$ cat src/design/fwlrd_pkg.sv
// Shared types, constants and header decode for the firmware log record deframer.
`timescale 1ns / 1ps
`default_nettype none

package fwlrd_pkg;

  localparam int unsigned WORD_W    = 64;
  localparam int unsigned KIND_W    = 2;
  localparam int unsigned LEVEL_W   = 3;
  localparam int unsigned APP_W     = 5;
  localparam int unsigned ARGC_W    = 8;
  localparam int unsigned LINE_W    = 16;
  localparam int unsigned MODULE_W  = 16;
  localparam int unsigned CFG_DATA_W = 32;
  localparam int unsigned CFG_ADDR_W = 3;

  localparam logic [LEVEL_W-1:0] MAX_LEVEL = LEVEL_W'(4);
  localparam logic [7:0]         MAX_APP   = 8'd15;
  localparam logic [APP_W-1:0]   APP_MGMT  = APP_W'(16);

  // Register map.
  localparam logic [CFG_ADDR_W-1:0] ADDR_EXPECTED_FORMAT = CFG_ADDR_W'(0);

  typedef enum logic [KIND_W-1:0] {
    KIND_DONE    = 2'd0,
    KIND_CORRUPT = 2'd1,
    KIND_TRUNC   = 2'd2
  } fwlrd_kind_t;

  typedef enum logic [1:0] {
    PH_TS  = 2'd0,
    PH_HDR = 2'd1,
    PH_PAY = 2'd2
  } fwlrd_phase_t;

  typedef struct packed {
    fwlrd_kind_t          kind;
    logic [WORD_W-1:0]    timestamp;
    logic [LEVEL_W-1:0]   level;
    logic [APP_W-1:0]     app_id;
    logic [ARGC_W-1:0]    arg_count;
    logic [LINE_W-1:0]    line_number;
    logic [MODULE_W-1:0]  module_id;
  } fwlrd_res_t;

  // Builds a result from a timestamp and a header word. Without a header,
  // all header-derived fields are zero.
  function automatic fwlrd_res_t fwlrd_make_res(fwlrd_kind_t kind,
                                                logic [WORD_W-1:0] ts,
                                                logic [WORD_W-1:0] hdr,
                                                logic use_hdr);
    fwlrd_res_t res;
    logic [7:0] app;
    app           = hdr[23:16];
    res.kind      = kind;
    res.timestamp = ts;
    res.level       = use_hdr ? hdr[10:8] : '0;
    res.app_id      = !use_hdr ? '0 : ((app > MAX_APP) ? APP_MGMT : app[APP_W-1:0]);
    res.arg_count   = use_hdr ? hdr[31:24] : '0;
    res.line_number = use_hdr ? hdr[47:32] : '0;
    res.module_id   = use_hdr ? hdr[63:48] : '0;
    return res;
  endfunction

endpackage

`default_nettype wire

$ cat src/design/fwlrd_ifs.sv
// Valid/ready channel interfaces for log words in and deframed results out.
`timescale 1ns / 1ps
`default_nettype none

interface fwlrd_in_if import fwlrd_pkg::*; ();
  logic              valid;
  logic              ready;
  logic [WORD_W-1:0] log_word;
  logic              chunk_end;

  modport source(output valid, log_word, chunk_end, input ready);
  modport sink(input valid, log_word, chunk_end, output ready);
endinterface

interface fwlrd_out_if import fwlrd_pkg::*; ();
  logic                valid;
  logic                ready;
  logic [KIND_W-1:0]   kind;
  logic [WORD_W-1:0]   timestamp;
  logic [LEVEL_W-1:0]  level;
  logic [APP_W-1:0]    app_id;
  logic [ARGC_W-1:0]   arg_count;
  logic [LINE_W-1:0]   line_number;
  logic [MODULE_W-1:0] module_id;

  modport source(output valid, kind, timestamp, level, app_id, arg_count, line_number,
                 module_id, input ready);
  modport sink(input valid, kind, timestamp, level, app_id, arg_count, line_number,
               module_id, output ready);
endinterface

`default_nettype wire

$ cat src/design/fwlrd_parser.sv
// Record parsing state machine: phase, held words and payload word count.
`timescale 1ns / 1ps
`default_nettype none

module fwlrd_parser import fwlrd_pkg::*; (
  input  wire logic              clk,
  input  wire logic              rst_n,
  input  wire logic              advance,
  input  wire logic [WORD_W-1:0] word,
  input  wire logic              last,
  input  wire logic              expected_format,
  output logic                   res_valid,
  output fwlrd_res_t             res
);

  fwlrd_phase_t      phase_r, phase_nxt;
  logic [WORD_W-1:0] held_ts_r, held_ts_nxt;
  logic [WORD_W-1:0] held_hdr_r, held_hdr_nxt;
  logic [ARGC_W-1:0] left_r, left_nxt;

  logic [ARGC_W-1:0] argc;
  logic [ARGC_W:0]   argc_plus1;
  logic [ARGC_W-1:0] left_dec;
  logic              hdr_bad;

  always_ff @(posedge clk) begin
    if (!rst_n) begin
      phase_r    <= PH_TS;
      held_ts_r  <= '0;
      held_hdr_r <= '0;
      left_r     <= '0;
    end else if (advance) begin
      phase_r    <= phase_nxt;
      held_ts_r  <= held_ts_nxt;
      held_hdr_r <= held_hdr_nxt;
      left_r     <= left_nxt;
    end
  end

  assign argc       = word[31:24];
  assign argc_plus1 = {1'b0, argc} + (ARGC_W+1)'(1);
  assign left_dec   = left_r - ARGC_W'(1);
  assign hdr_bad    = (word[0] != expected_format) || (argc == '0) ||
                      (word[10:8] > MAX_LEVEL);

  always_comb begin
    phase_nxt    = phase_r;
    held_ts_nxt  = held_ts_r;
    held_hdr_nxt = held_hdr_r;
    left_nxt     = left_r;
    res_valid    = 1'b0;
    res          = fwlrd_make_res(KIND_TRUNC, word, word, 1'b0);
    case (phase_r)
      PH_HDR: begin
        if (hdr_bad) begin
          // The rejected header is retried as the next timestamp.
          res_valid   = 1'b1;
          res         = fwlrd_make_res(KIND_CORRUPT, held_ts_r, word, 1'b1);
          held_ts_nxt = word;
          phase_nxt   = PH_HDR;
        end else begin
          held_hdr_nxt = word;
          left_nxt     = argc_plus1[ARGC_W:1];
          phase_nxt    = PH_PAY;
          res_valid    = last;
          res          = fwlrd_make_res(KIND_TRUNC, held_ts_r, word, 1'b1);
        end
      end
      PH_PAY: begin
        left_nxt = left_dec;
        if (left_dec == '0) begin
          res_valid = 1'b1;
          res       = fwlrd_make_res(KIND_DONE, held_ts_r, held_hdr_r, 1'b1);
          phase_nxt = PH_TS;
        end else begin
          res_valid = last;
          res       = fwlrd_make_res(KIND_TRUNC, held_ts_r, held_hdr_r, 1'b1);
        end
      end
      default: begin
        held_ts_nxt = word;
        phase_nxt   = PH_HDR;
        res_valid   = last;
        res         = fwlrd_make_res(KIND_TRUNC, word, word, 1'b0);
      end
    endcase
    if (last) begin
      phase_nxt = PH_TS;
    end
  end

  a_trunc_only_on_last: assert property (@(posedge clk) disable iff (!rst_n)
    (res_valid && res.kind == KIND_TRUNC) |-> last)
    else $error("truncation reported on a word that does not end the chunk");

  a_done_from_payload: assert property (@(posedge clk) disable iff (!rst_n)
    (res_valid && res.kind == KIND_DONE) |-> (phase_r == PH_PAY))
    else $error("complete record reported outside the payload phase");

  a_chunk_end_resets: assert property (@(posedge clk) disable iff (!rst_n)
    (advance && last) |=> (phase_r == PH_TS))
    else $error("phase did not return to timestamp after chunk end");

  a_payload_count: assert property (@(posedge clk) disable iff (!rst_n)
    (advance && phase_r == PH_HDR && !hdr_bad && !last) |=> (left_r != '0))
    else $error("accepted header left an empty payload count");

endmodule

`default_nettype wire

$ cat src/design/fw_log_record_deframer_top.sv
// Top level of the firmware log record deframer: channels, register port, stage registers.
`timescale 1ns / 1ps
`default_nettype none

// The deframer takes one 64-bit log word per beat and walks the record
// framing: a timestamp word, a header word, then (argc + 1) / 2 payload
// words. It reports at most one result per input beat: a complete record
// when its last payload word arrives, a corrupt header when the format bit
// differs from the expected_format register, argc is zero or the level is
// above 4 (the rejected word is then reused as the next timestamp), or a
// truncation when chunk_end marks a word that leaves a record unfinished.
// Words are accepted back to back, one beat per cycle sustained; each word
// goes through one input register and the parse logic into one result
// register. The result register is loaded with the input register's result
// when the stage advances. The combinational header decode and payload
// counter set that rate. A full result register that is not taken stalls
// the input register, and the input side then drops ready. The
// expected_format register sits at byte address 0 of the configuration
// port, resets to 1 and should only be written while no beats are in
// flight.
module fw_log_record_deframer_top import fwlrd_pkg::*; (
  input  wire logic                  clk,
  input  wire logic                  rst_n,
  fwlrd_in_if.sink                   in_bus,
  fwlrd_out_if.source                out_bus,
  input  wire logic                  cfg_psel,
  input  wire logic                  cfg_penable,
  input  wire logic                  cfg_pwrite,
  input  wire logic [CFG_ADDR_W-1:0] cfg_paddr,
  input  wire logic [CFG_DATA_W-1:0] cfg_pwdata,
  output logic [CFG_DATA_W-1:0]      cfg_prdata,
  output logic                       cfg_pready
);

  // Configuration register.
  logic exp_fmt_r;
  logic cfg_wr;

  assign cfg_pready = 1'b1;
  assign cfg_wr     = cfg_psel && cfg_penable && cfg_pwrite;

  always_ff @(posedge clk) begin
    if (!rst_n) begin
      exp_fmt_r <= 1'b1;
    end else if (cfg_wr && cfg_paddr == ADDR_EXPECTED_FORMAT) begin
      exp_fmt_r <= cfg_pwdata[0];
    end
  end

  assign cfg_prdata = (cfg_paddr == ADDR_EXPECTED_FORMAT) ?
                      {{(CFG_DATA_W-1){1'b0}}, exp_fmt_r} : '0;

  // Input register. It moves on whenever the result register can take
  // whatever this word produces.
  logic              in_valid_r;
  logic [WORD_W-1:0] in_word_r;
  logic              in_last_r;
  logic              advance;
  logic              in_take;

  logic              out_valid_r;
  fwlrd_res_t        out_res_r;
  logic              res_valid;
  fwlrd_res_t        res;

  assign advance      = in_valid_r && (!out_valid_r || out_bus.ready);
  assign in_bus.ready = !in_valid_r || advance;
  assign in_take      = in_bus.valid && in_bus.ready;

  always_ff @(posedge clk) begin
    if (!rst_n) begin
      in_valid_r <= 1'b0;
    end else if (in_take) begin
      in_valid_r <= 1'b1;
    end else if (advance) begin
      in_valid_r <= 1'b0;
    end
  end

  always_ff @(posedge clk) begin
    if (in_take) begin
      in_word_r <= in_bus.log_word;
      in_last_r <= in_bus.chunk_end;
    end
  end

  fwlrd_parser u_parser (
    .clk             (clk),
    .rst_n           (rst_n),
    .advance         (advance),
    .word            (in_word_r),
    .last            (in_last_r),
    .expected_format (exp_fmt_r),
    .res_valid       (res_valid),
    .res             (res)
  );

  // Result register.
  always_ff @(posedge clk) begin
    if (!rst_n) begin
      out_valid_r <= 1'b0;
    end else if (advance && res_valid) begin
      out_valid_r <= 1'b1;
    end else if (out_bus.ready) begin
      out_valid_r <= 1'b0;
    end
  end

  always_ff @(posedge clk) begin
    if (advance && res_valid) begin
      out_res_r <= res;
    end
  end

  assign out_bus.valid       = out_valid_r;
  assign out_bus.kind        = out_res_r.kind;
  assign out_bus.timestamp   = out_res_r.timestamp;
  assign out_bus.level       = out_res_r.level;
  assign out_bus.app_id      = out_res_r.app_id;
  assign out_bus.arg_count   = out_res_r.arg_count;
  assign out_bus.line_number = out_res_r.line_number;
  assign out_bus.module_id   = out_res_r.module_id;

  a_no_overwrite: assert property (@(posedge clk) disable iff (!rst_n)
    (out_valid_r && !out_bus.ready) |-> !advance)
    else $error("stage advanced while a result was still waiting");

  a_stall_keeps_word: assert property (@(posedge clk) disable iff (!rst_n)
    (in_valid_r && !advance) |=> (in_valid_r && $stable(in_word_r) && $stable(in_last_r)))
    else $error("stalled input word was lost or changed");

  a_result_held: assert property (@(posedge clk) disable iff (!rst_n)
    (out_valid_r && !out_bus.ready) |=> (out_valid_r && $stable(out_res_r)))
    else $error("waiting result was dropped or changed");

endmodule

`default_nettype wire
$ cat src/flat_wrapper.sv
// flat-port wrapper written by rule: the top's interface ports become plain ports
module fw_log_record_deframer_top_flat import fwlrd_pkg::*;
  (clk, rst_n, cfg_psel, cfg_penable, cfg_pwrite, cfg_paddr, cfg_pwdata, cfg_prdata, cfg_pready, in_bus_valid, in_bus_log_word, in_bus_chunk_end, in_bus_ready, out_bus_valid, out_bus_kind, out_bus_timestamp, out_bus_level, out_bus_app_id, out_bus_arg_count, out_bus_line_number, out_bus_module_id, out_bus_ready);
  fwlrd_in_if in_bus_i ();
  fwlrd_out_if out_bus_i ();
  input  wire logic clk;
  input  wire logic rst_n;
  input  wire logic cfg_psel;
  input  wire logic cfg_penable;
  input  wire logic cfg_pwrite;
  input  wire logic [CFG_ADDR_W-1:0] cfg_paddr;
  input  wire logic [CFG_DATA_W-1:0] cfg_pwdata;
  output logic [CFG_DATA_W-1:0] cfg_prdata;
  output logic cfg_pready;
  input wire logic [$bits(in_bus_i.valid)-1:0] in_bus_valid;
  input wire logic [$bits(in_bus_i.log_word)-1:0] in_bus_log_word;
  input wire logic [$bits(in_bus_i.chunk_end)-1:0] in_bus_chunk_end;
  output wire logic [$bits(in_bus_i.ready)-1:0] in_bus_ready;
  output wire logic [$bits(out_bus_i.valid)-1:0] out_bus_valid;
  output wire logic [$bits(out_bus_i.kind)-1:0] out_bus_kind;
  output wire logic [$bits(out_bus_i.timestamp)-1:0] out_bus_timestamp;
  output wire logic [$bits(out_bus_i.level)-1:0] out_bus_level;
  output wire logic [$bits(out_bus_i.app_id)-1:0] out_bus_app_id;
  output wire logic [$bits(out_bus_i.arg_count)-1:0] out_bus_arg_count;
  output wire logic [$bits(out_bus_i.line_number)-1:0] out_bus_line_number;
  output wire logic [$bits(out_bus_i.module_id)-1:0] out_bus_module_id;
  input wire logic [$bits(out_bus_i.ready)-1:0] out_bus_ready;
  assign in_bus_i.valid = in_bus_valid;
  assign in_bus_i.log_word = in_bus_log_word;
  assign in_bus_i.chunk_end = in_bus_chunk_end;
  assign in_bus_ready = in_bus_i.ready;
  assign out_bus_valid = out_bus_i.valid;
  assign out_bus_kind = out_bus_i.kind;
  assign out_bus_timestamp = out_bus_i.timestamp;
  assign out_bus_level = out_bus_i.level;
  assign out_bus_app_id = out_bus_i.app_id;
  assign out_bus_arg_count = out_bus_i.arg_count;
  assign out_bus_line_number = out_bus_i.line_number;
  assign out_bus_module_id = out_bus_i.module_id;
  assign out_bus_i.ready = out_bus_ready;
  fw_log_record_deframer_top u_core (.clk(clk), .rst_n(rst_n), .in_bus(in_bus_i), .out_bus(out_bus_i), .cfg_psel(cfg_psel), .cfg_penable(cfg_penable), .cfg_pwrite(cfg_pwrite), .cfg_paddr(cfg_paddr), .cfg_pwdata(cfg_pwdata), .cfg_prdata(cfg_prdata), .cfg_pready(cfg_pready));
endmodule
$ cat config.mk
export PLATFORM = sky130hd
export DESIGN_NAME = fw_log_record_deframer_top_flat
export DESIGN_NICKNAME = d
export VERILOG_FILES = /design/src/design/fwlrd_pkg.sv /design/src/design/fwlrd_ifs.sv /design/src/design/fwlrd_parser.sv /design/src/design/fw_log_record_deframer_top.sv /design/src/flat_wrapper.sv
export SDC_FILE = /design/constraint.sdc
export NUM_CORES = 1
export LEC_CHECK = 0
export ABC_AREA = 1
export BUFFER_PORTS_ARGS = -buffer_cell sky130_fd_sc_hd__buf_2
export CAP_MARGIN = 30
export CORE_MARGIN = 2
export CORE_UTILIZATION = 55
export CTS_CLUSTER_SIZE = 10
export DETAILED_ROUTE_END_ITERATION = 6
export PLACE_DENSITY = 0.81
export SLEW_MARGIN = 5
export SYNTH_ARGS = -nofsm -noshare
export SYNTH_HDL_FRONTEND = slang
export SYNTH_HIERARCHICAL = 1
export SYNTH_SLANG_ARGS = --single-unit
$ cat constraint.sdc
create_clock -name clk -period 9.2 [get_ports clk]
set_clock_uncertainty 0.05 [all_clocks]
set_input_delay 1.84 -clock clk [delete_from_list [all_inputs] [get_ports clk]]
set_output_delay 1.84 -clock clk [all_outputs]
set_load 0.02 [all_outputs]
==> run_results.csv <==
group,metric,value,unit
route,ant_nets,0,
die,initial_core_util,56.3,%
logic_synthesis,mappedNetlistArea,12400,sq um
worst_setup_path,path_cells,"buf_2 -> nor2_1 -> nand2_1 -> nor2_1 -> buf_2",
worst_hold_path,holdCritStartpoint,"u_core/u_parser/held_hdr_r[19]",
logic_synthesis,async_flop_share,0,%
worst_setup_path,crit_fanout,2,
route,num_vias,9267,
worst_hold_path,hold_class,"reg -> reg",
clock_tree,cts_tree,"built",
grt,grt_util_all_layers,24.0,%
route,viasPerCell,5.42,
finish,fill_cells,1675,
placed_design,dpl_cell_area,13300,sq um
die,dieArea,23700,sq um
clock_tree,clockBufferDepth,3,
grt,antenna_found_initial,4,
worst_setup_path,r2r_cells,15,
route,drt_iter0_drc,832,
finish,drive_gt1_share,18.9,%
die,core_area,22000,sq um
sta,setup_slack,4890,ps
worst_setup_path,rrSetupSlack,5600,ps
power_and_ir_drop,p_sw,785,uW
run_status,status,"finished, final reports clean",
placed_design,hpwl,17500,um
die,row_count,54,
logic_synthesis,ys_seq_area_share,64.2,%
clock_tree,cts.sinks,307,
grt,use_met2,39.0,%
worst_hold_path,hold-path-cell-count,2,
route,firstDrtPassIters,6,
clock_tree,hold_buffers,0,
route,drt-total-wl,29000,um
run,max_cap_viol_count,0,
logic_synthesis,synth.avg_cell_area,9.94,sq um
sta,fmax,0.232,GHz
logic_synthesis,ys_top_cells_by_count,"218 x nand2_1, 179 x edfxtp_1, 134 x o21ai_0",
worst_setup_path,arrival,2420,ps
finish,final_util,65.3,%
placed_design,dp.cells,1646,
clock_tree,clock_latency,510,ps
logic_synthesis,synth_most_common_cell,"nand2_1",
logic_synthesis,synth-edff-count,179,
worst_setup_path,path_buf_inv,2,
logic_synthesis,synth_cells,1244,
grt,grt_max_degree,91,
power_and_ir_drop,total_power,3.15,mW
sta,holdWs,394,ps
worst_setup_path,cp-end-kind,"primary output",
logic_synthesis,synth-main-ff-cell,"edfxtp_1",
die,die_w,154,um
grt,use_met1,31.4,%
finish,layout.cells.non_filler,1711,
die,die_y,154,um
worst_setup_path,cp-start-kind,"input port",
sta,finalCriticalPeriod,4310,ps
sta,slew_headroom,37.0,%
grt,busiest_layer,"met2",
worst_setup_path,r2r-start,"u_core/u_parser/left_r[0]",
power_and_ir_drop,p_sw_share,24.9,%
grt,grt_pass1_vias,8715,
finish,area_delta_synth_final,16.0,%
sta,setup_tns,0,ps
worst_setup_path,r2r_end,"u_core/out_bus.app_id[2]",
sta,rsz0062_at_grt,"false",
power_and_ir_drop,peakVddDrop,0.159,mV
clock_tree,cts.htree.levels,2,
finish,fin_area,14300,sq um
clock_tree,cts-root-buf,"clkbuf_16",
worst_setup_path,critical-path-max-stage-delay,180,ps
sta,tightestPinTransition,946,ps
placed_design,portBuffers,192,
power_and_ir_drop,power.density,220,nW/um^2
clock_tree,numCtsBuffers,36,
grt,grt-ovfl-total,0,
sta,drv_slew,0,
worst_setup_path,cp.required,7310,ps
sta,hold_viol,0,
placed_design,place_ws,4890,ps
die,ios,256,
worst_setup_path,cp_slowest_cell,"buf_2",
clock_tree,clk_pin_slew,50,ps
worst_hold_path,min_to,"u_core/u_parser/held_hdr_r[19]",
logic_synthesis,synth_top_area_share,43.5,%
placed_design,gp_congestion,0.808,
sta,setup_violations,0,
sta,fin_crit_sh,46.9,%
grt,grt_pass1_wl,45100,um
logic_synthesis,ys_types,34,
power_and_ir_drop,p_clk_share,39.8,%
worst_setup_path,path_class,"in -> out",
worst_setup_path,path_delay_family,"simple AND/OR/NAND/NOR gates",
grt,grt_use_met3,5.33,%
finish,fin_nets,1518,
power_and_ir_drop,p_int,2.36,mW
logic_synthesis,ys_top_cells_by_area,"edfxtp_1 43%, dfxtp_1 21%, nand2_1 6.6%",
clock_tree,post_cts_buffers,0,
logic_synthesis,yosysTopAreaCell,"edfxtp_1",
route,wire_per_inst,16.9,um
power_and_ir_drop,p_comb_share,10.2,%
logic_synthesis,synth_warnings,6,
route,remaining_drc_errors,0,
logic_synthesis,synth_seq_cells,307,
power_and_ir_drop,pwr-share-seq,50.0,%
clock_tree,cts-resized-gates,0,
power_and_ir_drop,leakage,5.65,nW
==> placed cells by master, fill, tap and decap left out, drive strengths merged, types with 3 or more instances in the layout <==
master and instances:
nand2 221, buf 202, edfxtp 179, o21ai 152, a21oi 135, dfxtp 128
nor2 108, inv 105, nand3 78, clkbuf 60, conb 32, ha 6
xor2 5, o21a 4, nor3 4, nand4 3
==> kinds of logic (layout without fill, tap and decap cells) <==
group / after synthesis / in the layout / synth area share, %
other: 2 / 34 / 0.0607
buffers and inverters: 214 / 369 / 8.49
AOI/OAI and AO/OA: 296 / 296 / 12.5
xor gates and xnor gates: 5 / 5 / 0.354
and+or+nand+nor: 414 / 414 / 13.8
DFF: 307 / 307 / 64.2
adders and majority gates: 6 / 6 / 0.607
==> sequential cells by signal, indices dropped and copies added, names as in the netlist <==
register                    flops
u_core/out_bus.valid            1
u_core/out_bus.app_id           5
u_core/u_parser/left_r          8
u_core/out_bus.arg_count        8
u_core/in_valid_r               1
u_core/out_bus.kind             2
u_core/out_bus.module_id       16
u_core/exp_fmt_r                1
u_core/in_last_r                1
u_core/u_parser/held_hdr_r     51
u_core/out_bus.level            3
u_core/u_parser/held_ts_r      64
u_core/in_word_r               64
u_core/u_parser/phase_r         2
u_core/out_bus.line_number     16
u_core/out_bus.timestamp       64
==> how the worst max path moves through the flow <==
stage	start	to	slack, ps	cells after the start
after global routing	cfg_paddr[1]	cfg_prdata[0]	4820	5
after floorplan	out_bus_ready	u_core/out_bus.app_id[0]	1800	4
after global placement	cfg_paddr[1]	cfg_prdata[0]	4940	5
after detailed placement	cfg_paddr[1]	cfg_prdata[0]	4890	5
after CTS	cfg_paddr[1]	cfg_prdata[0]	4880	5
final	cfg_paddr[1]	cfg_prdata[0]	4890	5
==> worst register-to-register path: stages, from the launching register on <==
cell and delay (ps):
dfxtp_1 320, inv_1 140, ha_1 190, inv_1 60
nor2_1 180, nand2_1 100, o21ai_0 150, nand2_1 90
nor2_1 90, nand2_1 80, nand2_1 90, nand2_1 70
o21bai_1 120, inv_1 100, nor2_4 580, buf_4 800
==> metal layers <==
layer	vias to the layer above	part of all wire (%)
met1	4339	42
met5	-	0.090
met2	418	47
met3	72	7.7
li1	4434	-
met4	4	3.6
==> power by group through the flow <==
stage	sequential (mW)	clock, mW	combinational (mW)
2_1_floorplan	1.62	0	0.204
3_3_place_gp	1.60	0	0.306
3_5_place_dp	1.60	0	0.318
4_1_cts	1.57	1.28	0.320
5_1_grt	1.58	1.33	0.353
6_report	1.57	1.25	0.322
==> layout make-up <==
cell class,count,area (sq um),share of cell area (%)
Antenna cell,2,5.00,0.0349
Clock buffer,60,1000,6.98
Clock inverter,2,25.0,0.175
Inverter,105,398,2.78
Multi-Input combinational cell,753,3520,24.6
Sequential cell,307,7940,55.4
Tap cell,280,350,2.44
Timing Repair Buffer,202,1100,7.66
Power figures use the tool's default switching activity.
